## src/ppu_pkg.sv

```systemverilog
`default_nettype none
package ppu_pkg;

    typedef enum logic [1:0] {
        CMD_PALETTE = 2'd0,
        CMD_PIXEL   = 2'd1,
        CMD_FRAME   = 2'd2
    } t_cmd;

    typedef enum logic [1:0] {
        REG_SRC_WIDTH  = 2'd0,
        REG_SRC_HEIGHT = 2'd1,
        REG_SRC_STRIDE = 2'd2
    } t_reg_index;

    localparam int unsigned CFG_IDX_W = 2;
    localparam int unsigned CFG_DATA_W = 10;
    localparam int unsigned POS_W = 10;

    localparam logic [POS_W-1:0] RST_SRC_WIDTH  = 10'd256;
    localparam logic [POS_W-1:0] RST_SRC_HEIGHT = 10'd240;
    localparam logic [POS_W-1:0] RST_SRC_STRIDE = 10'd256;
    localparam logic [POS_W-1:0] ROW_MAX        = 10'd1023;

endpackage
`default_nettype wire

```

## src/ppu_if.sv

```systemverilog
`default_nettype none
interface ppu_cfg_if;
    logic                            valid;
    logic                            ready;
    logic [ppu_pkg::CFG_IDX_W-1:0]   index;
    logic [ppu_pkg::CFG_DATA_W-1:0]  data;

    modport source (output valid, index, data, input ready);
    modport sink   (input valid, index, data, output ready);
endinterface

interface ppu_in_if;
    logic        valid;
    logic        ready;
    logic [1:0]  cmd;
    logic [7:0]  entry_index;
    logic [15:0] entry_color;
    logic [7:0]  pixel_byte;

    modport source (output valid, cmd, entry_index, entry_color, pixel_byte, input ready);
    modport sink   (input valid, cmd, entry_index, entry_color, pixel_byte, output ready);
endinterface

interface ppu_out_if;
    logic        valid;
    logic        ready;
    logic [15:0] fb_address;
    logic [15:0] pixel_color;
    logic        run_last;

    modport source (output valid, fb_address, pixel_color, run_last, input ready);
    modport sink   (input valid, fb_address, pixel_color, run_last, output ready);
endinterface
`default_nettype wire

```

## src/ppu_ram.sv

```systemverilog
`default_nettype none
module ppu_ram #(
    parameter int unsigned WIDTH = 16,
    parameter int unsigned DEPTH = 256
) (
    input  wire logic                     i_clk,
    input  wire logic                     i_we,
    input  wire logic [$clog2(DEPTH)-1:0] i_waddr,
    input  wire logic [WIDTH-1:0]         i_wdata,
    input  wire logic                     i_re,
    input  wire logic [$clog2(DEPTH)-1:0] i_raddr,
    output logic      [WIDTH-1:0]         o_rdata
);

    logic [WIDTH-1:0] r_mem [DEPTH];
    logic [WIDTH-1:0] r_rdata;

    always_ff @(posedge i_clk) begin
        if (i_we) begin
            r_mem[i_waddr] <= i_wdata;
        end
        if (i_re) begin
            r_rdata <= r_mem[i_raddr];
        end
    end

    assign o_rdata = r_rdata;

endmodule
`default_nettype wire

```

## src/palette_pixel_upscaler.sv

```systemverilog
// A taken pixel is registered with its palette read, then moved into the burst
// register. Throughput: one output word per cycle while the sink is ready, through a
// single write port; a pixel gives up to 4 words (4 with both doublings), others none.
// Palette lookup uses one registered RAM read, then a 4-slot burst register drains.
// Reset (synchronous, active low) clears positions and valids and loads the config
// registers with their defaults; palette contents are undefined until written.
`default_nettype none
module palette_pixel_upscaler #(
    parameter int unsigned FB_WIDTH  = 256,
    parameter int unsigned FB_HEIGHT = 240
) (
    input  wire logic  i_clk,
    input  wire logic  i_rst_n,
    ppu_cfg_if.sink    i_cfg,
    ppu_in_if.sink     i_pix,
    ppu_out_if.source  o_wr
);

    localparam int unsigned PW = ppu_pkg::POS_W;
    localparam logic [11:0] FBW = 12'(FB_WIDTH);
    localparam logic [11:0] FBH = 12'(FB_HEIGHT);

    // configuration
    logic [PW-1:0] r_width, r_height, r_stride;

    assign i_cfg.ready = 1'b1;

    always_ff @(posedge i_clk) begin
        if (!i_rst_n) begin
            r_width  <= ppu_pkg::RST_SRC_WIDTH;
            r_height <= ppu_pkg::RST_SRC_HEIGHT;
            r_stride <= ppu_pkg::RST_SRC_STRIDE;
        end else if (i_cfg.valid) begin
            case (i_cfg.index)
                ppu_pkg::REG_SRC_WIDTH:  r_width  <= i_cfg.data;
                ppu_pkg::REG_SRC_HEIGHT: r_height <= i_cfg.data;
                ppu_pkg::REG_SRC_STRIDE: r_stride <= i_cfg.data;
                default: ;
            endcase
        end
    end

    // pipeline handshake
    logic        r_s1_valid;
    logic [10:0] r_s1_row;
    logic [10:0] r_s1_col;
    logic [3:0]  r_s1_mask;
    logic        r_b_valid;
    logic [3:0]  r_b_mask;
    logic [15:0] r_b_color;
    logic [15:0] r_b_addr [4];

    logic out_take, b_last, buf_free, s1_move, in_take;
    logic is_pix, is_pal, is_frame;

    assign b_last   = ((r_b_mask & (r_b_mask - 4'd1)) == 4'd0);
    assign out_take = r_b_valid && o_wr.ready;
    assign buf_free = !r_b_valid || (out_take && b_last);
    assign s1_move  = r_s1_valid && buf_free;
    assign i_pix.ready = !r_s1_valid || buf_free;
    assign in_take  = i_pix.valid && i_pix.ready;

    assign is_pix   = (i_pix.cmd == ppu_pkg::CMD_PIXEL);
    assign is_pal   = (i_pix.cmd == ppu_pkg::CMD_PALETTE);
    assign is_frame = (i_pix.cmd == ppu_pkg::CMD_FRAME);

    // position tracking
    logic [PW-1:0] r_col, r_row;
    logic [PW-1:0] eff;
    logic          wrap;

    assign eff  = (r_stride < r_width) ? r_width : r_stride;
    assign wrap = ({1'b0, r_col} + 11'd1) >= {1'b0, eff};

    always_ff @(posedge i_clk) begin
        if (!i_rst_n) begin
            r_col <= '0;
            r_row <= '0;
        end else if (in_take) begin
            if (is_frame) begin
                r_col <= '0;
                r_row <= '0;
            end else if (is_pix) begin
                if (wrap) begin
                    r_col <= '0;
                    if (r_row < ppu_pkg::ROW_MAX) begin
                        r_row <= r_row + 10'd1;
                    end
                end else begin
                    r_col <= r_col + 10'd1;
                end
            end
        end
    end

    // write plan for the current pixel
    logic        dbl_w, fits, dbl_h, in_range, active, row0_ok, row1_ok;
    logic [10:0] n_row0, n_col0;
    logic [11:0] center;
    logic [3:0]  n_mask;

    assign dbl_w    = {1'b0, r_width, 1'b0} <= FBW;
    assign fits     = {2'b00, r_width} <= FBW;
    assign dbl_h    = {1'b0, r_height, 1'b0} <= FBH;
    assign in_range = (r_col < r_width) && (r_row < r_height);
    assign active   = in_range && (dbl_w || fits);
    assign n_row0   = dbl_h ? {r_row, 1'b0} : {1'b0, r_row};
    assign row0_ok  = {1'b0, n_row0} < FBH;
    assign row1_ok  = ({1'b0, n_row0} + 12'd1) < FBH;
    assign center   = ((FBW - {2'b00, r_width}) >> 1) + {2'b00, r_col};
    assign n_col0   = dbl_w ? {r_col, 1'b0} : center[10:0];
    assign n_mask   = {active & dbl_w & dbl_h & row1_ok,
                       active & dbl_h & row1_ok,
                       active & dbl_w & row0_ok,
                       active & row0_ok};

    logic s1_load;
    assign s1_load = in_take && is_pix && (n_mask != 4'd0);

    logic [15:0] pal_rdata;

    ppu_ram #(
        .WIDTH(16),
        .DEPTH(256)
    ) u_palette (
        .i_clk   (i_clk),
        .i_we    (in_take && is_pal),
        .i_waddr (i_pix.entry_index),
        .i_wdata (i_pix.entry_color),
        .i_re    (s1_load),
        .i_raddr (i_pix.pixel_byte),
        .o_rdata (pal_rdata)
    );

    always_ff @(posedge i_clk) begin
        if (!i_rst_n) begin
            r_s1_valid <= 1'b0;
        end else if (s1_load) begin
            r_s1_valid <= 1'b1;
        end else if (s1_move) begin
            r_s1_valid <= 1'b0;
        end
    end

    always_ff @(posedge i_clk) begin
        if (s1_load) begin
            r_s1_row  <= n_row0;
            r_s1_col  <= n_col0;
            r_s1_mask <= n_mask;
        end
    end

    // burst register: up to four words, lowest slot first
    logic [22:0] base0;
    assign base0 = 23'(r_s1_row) * 23'(FB_WIDTH);

    always_ff @(posedge i_clk) begin
        if (!i_rst_n) begin
            r_b_valid <= 1'b0;
        end else if (buf_free) begin
            r_b_valid <= s1_move;
        end
    end

    always_ff @(posedge i_clk) begin
        if (s1_move) begin
            r_b_mask  <= r_s1_mask;
            r_b_color <= pal_rdata;
            for (int k = 0; k < 4; k++) begin
                r_b_addr[k] <= 16'(base0 + (k[1] ? 23'(FB_WIDTH) : 23'd0)
                                         + 23'(r_s1_col) + 23'(k[0]));
            end
        end else if (out_take) begin
            r_b_mask <= r_b_mask & (r_b_mask - 4'd1);
        end
    end

    logic [1:0] sel;
    always_comb begin
        if (r_b_mask[0]) begin
            sel = 2'd0;
        end else if (r_b_mask[1]) begin
            sel = 2'd1;
        end else if (r_b_mask[2]) begin
            sel = 2'd2;
        end else begin
            sel = 2'd3;
        end
    end

    assign o_wr.valid       = r_b_valid;
    assign o_wr.fb_address  = r_b_addr[sel];
    assign o_wr.pixel_color = r_b_color;
    assign o_wr.run_last    = b_last;

endmodule
`default_nettype wire
```

## src/flat_wrapper.sv

```systemverilog
// flat-port wrapper written by rule: the top's interface ports become plain ports
module palette_pixel_upscaler_flat 
#(
    parameter int unsigned FB_WIDTH  = 256,
    parameter int unsigned FB_HEIGHT = 240
)
  (i_clk, i_rst_n, i_cfg_valid, i_cfg_index, i_cfg_data, i_cfg_ready, i_pix_valid, i_pix_cmd, i_pix_entry_index, i_pix_entry_color, i_pix_pixel_byte, i_pix_ready, o_wr_valid, o_wr_fb_address, o_wr_pixel_color, o_wr_run_last, o_wr_ready);
  ppu_cfg_if i_cfg_i ();
  ppu_in_if i_pix_i ();
  ppu_out_if o_wr_i ();
  input  wire logic i_clk;
  input  wire logic i_rst_n;
  input wire logic [$bits(i_cfg_i.valid)-1:0] i_cfg_valid;
  input wire logic [$bits(i_cfg_i.index)-1:0] i_cfg_index;
  input wire logic [$bits(i_cfg_i.data)-1:0] i_cfg_data;
  output wire logic [$bits(i_cfg_i.ready)-1:0] i_cfg_ready;
  input wire logic [$bits(i_pix_i.valid)-1:0] i_pix_valid;
  input wire logic [$bits(i_pix_i.cmd)-1:0] i_pix_cmd;
  input wire logic [$bits(i_pix_i.entry_index)-1:0] i_pix_entry_index;
  input wire logic [$bits(i_pix_i.entry_color)-1:0] i_pix_entry_color;
  input wire logic [$bits(i_pix_i.pixel_byte)-1:0] i_pix_pixel_byte;
  output wire logic [$bits(i_pix_i.ready)-1:0] i_pix_ready;
  output wire logic [$bits(o_wr_i.valid)-1:0] o_wr_valid;
  output wire logic [$bits(o_wr_i.fb_address)-1:0] o_wr_fb_address;
  output wire logic [$bits(o_wr_i.pixel_color)-1:0] o_wr_pixel_color;
  output wire logic [$bits(o_wr_i.run_last)-1:0] o_wr_run_last;
  input wire logic [$bits(o_wr_i.ready)-1:0] o_wr_ready;
  assign i_cfg_i.valid = i_cfg_valid;
  assign i_cfg_i.index = i_cfg_index;
  assign i_cfg_i.data = i_cfg_data;
  assign i_cfg_ready = i_cfg_i.ready;
  assign i_pix_i.valid = i_pix_valid;
  assign i_pix_i.cmd = i_pix_cmd;
  assign i_pix_i.entry_index = i_pix_entry_index;
  assign i_pix_i.entry_color = i_pix_entry_color;
  assign i_pix_i.pixel_byte = i_pix_pixel_byte;
  assign i_pix_ready = i_pix_i.ready;
  assign o_wr_valid = o_wr_i.valid;
  assign o_wr_fb_address = o_wr_i.fb_address;
  assign o_wr_pixel_color = o_wr_i.pixel_color;
  assign o_wr_run_last = o_wr_i.run_last;
  assign o_wr_i.ready = o_wr_ready;
  palette_pixel_upscaler #(.FB_WIDTH(FB_WIDTH), .FB_HEIGHT(FB_HEIGHT)) u_core (.i_clk(i_clk), .i_rst_n(i_rst_n), .i_cfg(i_cfg_i), .i_pix(i_pix_i), .o_wr(o_wr_i));
endmodule
```

## config.mk

```make
export PLATFORM = sky130hd
export DESIGN_NAME = palette_pixel_upscaler_flat
export DESIGN_NICKNAME = d
export VERILOG_FILES = /design/src/ppu_pkg.sv /design/src/ppu_if.sv /design/src/ppu_ram.sv /design/src/palette_pixel_upscaler.sv /design/src/flat_wrapper.sv
export SDC_FILE = /design/constraint.sdc
export NUM_CORES = 2
export LEC_CHECK = 0
export BUFFER_PORTS_ARGS = -buffer_cell sky130_fd_sc_hd__buf_2
export CORE_MARGIN = 2
export CORE_UTILIZATION = 63
export CTS_BUF_LIST = sky130_fd_sc_hd__clkbuf_16
export DETAILED_ROUTE_END_ITERATION = 8
export PLACE_DENSITY_LB_ADDON = 0.2
export RECOVER_POWER = 25
export SYNTH_ARGS = -nofsm -noshare
export SYNTH_HDL_FRONTEND = slang
export SYNTH_MEMORY_MAX_BITS = 65536
export SYNTH_SLANG_ARGS = --single-unit
```

## constraint.sdc

```tcl
create_clock -name i_clk -period 7.2 [get_ports i_clk]
set_input_delay 0.72 -clock i_clk [delete_from_list [all_inputs] [get_ports i_clk]]
set_output_delay 0.72 -clock i_clk [all_outputs]
set_load 0.005 [all_outputs]
```

==> flow_summary.ini <==
[sta]
worst_pin_slew_ns = 6.48
max_freq_mhz = 174
finalWorstSetupSlack_ns = 1.44
whs_ns = 0.107
slew_headroom_pct = -332
slew_viol_final = 1324
finalHoldViolCount = 0
rsz0062_at_grt = no
min_period_ns = 5.76
tns_ns = 0
finalCritPeriodShare_pct = 80.0
clock_skew_ns = 0.0890
setup_viol = 0

[die]
ios = 87
core_um2 = 260000
row_count = 187
floorplan.die.width_um = 515
die_h_um = 515
die_area_um2 = 266000
initial_utilization_pct = 63.4

[drt]
viasPerCell = 6.93
avgRoutedWirePerCell_um = 34.1
vias = 84603
wl_mm = 417
drt_pass1_iterations = 6
drc = 0
drtIter0Drc = 12781
ant_nets = 0

[global_routing]
grt_max_degree = 169
grt_antenna_before_repair = 24
grt.overflow.total = 0
grt_pass1_vias = 82804
grt_first_pass_wirelength_mm = 595
grt_util_all_layers_pct = 31.5

[synthesis]
avgSynthCellArea_um2 = 20.5
syn_inst = 8021
synth_xor_area_share_pct = 0.303
synth_seq_area_share_pct = 77.2
synth-edff-count = 4203
synthAdderAreaFrac_pct = 0.519
synth_cell_types = 70
ys_ff_latch = 4255
yosys_warnings = 0
synth_top_family_by_area = multiplexers
synth-simple-area-share_pct = 2.37
mappedNetlistNets = 8137
synth_ff_type = edfxtp_1
synthMuxAreaShare_pct = 14.0
synth_compound_area_share_pct = 3.92
syn_area_um2 = 165000
async_flop_share_pct = 0

[power_and_ir_drop]
power_density_nw_per_um2 = 275
p_switching_mw = 10.7
ir_worst_vdd_mv = 0.266
cell_internal_pwr_mw = 39.7
pwr-share-seq_pct = 54.2
leakagePower_nw = 59.4
p_clk_share_pct = 41.0
p_sw_share_pct = 21.2
p_comb_share_pct = 4.7
power_mw = 50.4

[final_layout]
seqCellArea_um2 = 127000
fin_nets = 8580
fillCellCount = 15257
syn_to_final_growth_pct = 11.4
final_cell_mix = edfxtp_1, mux4_2, mux2i_1, clkbuf_16, buf_4
drive_gt1_share_pct = 21.3
multi_input_area_um2 = 35000
final_common_cell = edfxtp_1

[clock_network]
cts.sinks = 4255
cts_buffers = 417
cts_tree = done
clkSlewWorstSetupHoldPaths_ns = 0.06
post_cts_buffers = 0
clockRootBuffer = clkbuf_16
cts_buffer_depth = 4
ctsHtreeMaxLevel = 5
holdBufCountCts = 0
cts_resized = 0
clock_latency_ns = 0.95

[outcome]
status = complete, but fails checks
violations = capacitance limit, slew limit

[placed_design]
gp_congestion = 0.894
post-place-ws_ns = 2.19
dpl.hpwl_mm = 239
port_buffers = 85

[setup_path]
crit_family = buffers and inverters
critPathArrivalTime_ns = 6.29
r2r-start = u_core.r_b_mask[1]
critPathKind = primary input to register
worst_ep_required_time_ns = 7.73
crit_chain = clkbuf_1, buf_4
slowest_stage = clkbuf_1
critPathBufInv = 2
cp-end-kind = register
cp-start-kind = primary input
crit_start = i_pix_entry_color[10]
slowest_delay_ns = 4.15
crit_fanout = 111

[worst_hold_path]
holdCritStartpoint = i_cfg_data[2]
min_path_type = primary input to register

[run]
max-cap-violations = 13
-- Yosys cell counts, types with 5 or more instances --
cell / count / share of area [%]
clkbuf_1: 207 / 0.47
nor2b_1: 31 / 0.12
or3_1: 5 / 0.019
xnor2_1: 36 / 0.19
a22o_1: 112 / 0.60
nand3_1: 46 / 0.14
xor2_1: 21 / 0.11
nor3_1: 123 / 0.37
a31oi_1: 7 / 0.027
o22ai_1: 288 / 1.1
dfxtp_1: 52 / 0.63
nand2_1: 144 / 0.33
and2_1: 8 / 0.030
or2_2: 11 / 0.042
inv_1: 46 / 0.10
a21oi_1: 193 / 0.59
a221oi_1: 46 / 0.24
o211ai_1: 12 / 0.055
ha_1: 61 / 0.46
nor4_1: 72 / 0.27
nand4_1: 31 / 0.12
edfxtp_1: 4203 / 77
o21ai_0: 34 / 0.10
buf_1: 36 / 0.082
nand2b_1: 16 / 0.061
a21o_1: 12 / 0.055
mux2i_1: 556 / 3.4
buf_4: 63 / 0.29
a311oi_1: 15 / 0.080
o21ai_1: 16 / 0.049
mux2_2: 17 / 0.12
a22oi_1: 192 / 0.88
buf_2: 97 / 0.29
nor2_1: 324 / 0.74
buf_6: 56 / 0.38
mux4_2: 768 / 11
and3_1: 12 / 0.046
-- power by group through the flow --
stage               sequential (mW)  clock [mW]  combinational, mW
floorplan                      27.8           0               1.31
global placement               27.8           0               2.32
detailed placement             27.8           0               2.37
CTS                            27.3        20.9               2.38
global route                   27.3        21.8               2.51
finish                         27.3        20.7               2.39
-- cells by family after synthesis --
group | Yosys count
AOI/OAI and AO/OA | 953
other | 1
DFF | 4255
buffers and inverters | 508
adders and majority gates | 66
and+or+nand+nor | 840
xor gates and xnor gates | 57
muxes | 1341
-- layout make-up --
type                            instances  share of cell area, %
Inverter                               47                 0.0961
Clock inverter                        326                   1.27
Tap cell                             3402                   2.32
Antenna cell                           16                 0.0218
Multi-Input combinational cell       3258                   19.0
Clock buffer                          423                   5.77
Sequential cell                      4255                   69.3
Timing Repair Buffer                  485                   2.13
-- state kept, by name (all words and copies together) (netlist names) --
name and flops:
u_core.r_s1_row 8, u_core.r_height 10, u_core.o_wr.valid 1, u_core.r_b_addr 48, u_core.o_wr.pixel_color 16, u_core.r_width 10, u_core.r_row 10, u_core.r_col 10
u_core.r_s1_valid 1, u_core.r_b_mask 4, u_core.r_s1_col 11, u_core.u_palette.r_mem 4096, u_core.r_s1_mask 4, u_core.r_stride 10, u_core.u_palette.o_rdata 16
-- layer usage --
layer	share of wire, %	global-route usage [%]	vias to the layer above
met5	0.016	0	-
met4	4.1	12.2	10
met3	12	7.43	723
met2	46	46.7	5421
met1	38	46.3	44122
li1	-	-	34327
-- path summary, 6_finish.rpt --
kind	cells past startpoint	to	slack (ns)
min	3	u_core.r_stride[2]	0.11
min reg2reg	0	u_core.o_wr.pixel_color[12]	0.43
max reg2reg	7	u_core.u_palette.r_mem[118][5]	2.19
max	2	u_core.u_palette.r_mem[16][10]	1.44
-- per-stage QoR --
stage | util, % | std cells | area [um2]
after floorplan | - | 8021 | 165000
after global routing | 70.7 | 12204 | 183000
after CTS | 70.7 | 12196 | 184000
after global placement | 65.7 | 11447 | 171000
final | 70.7 | 12212 | 184000
after detailed placement | 65.7 | 11447 | 171000
-- tightest hold or removal path: cells and delay by family --
family | cells | cell delay [ns]
AOI/OAI and AO/OA | 1 | 0.05
buffers and inverters | 1 | 0.13
and+or+nand+nor | 1 | 0.06
Power figures use the tool's default switching activity.
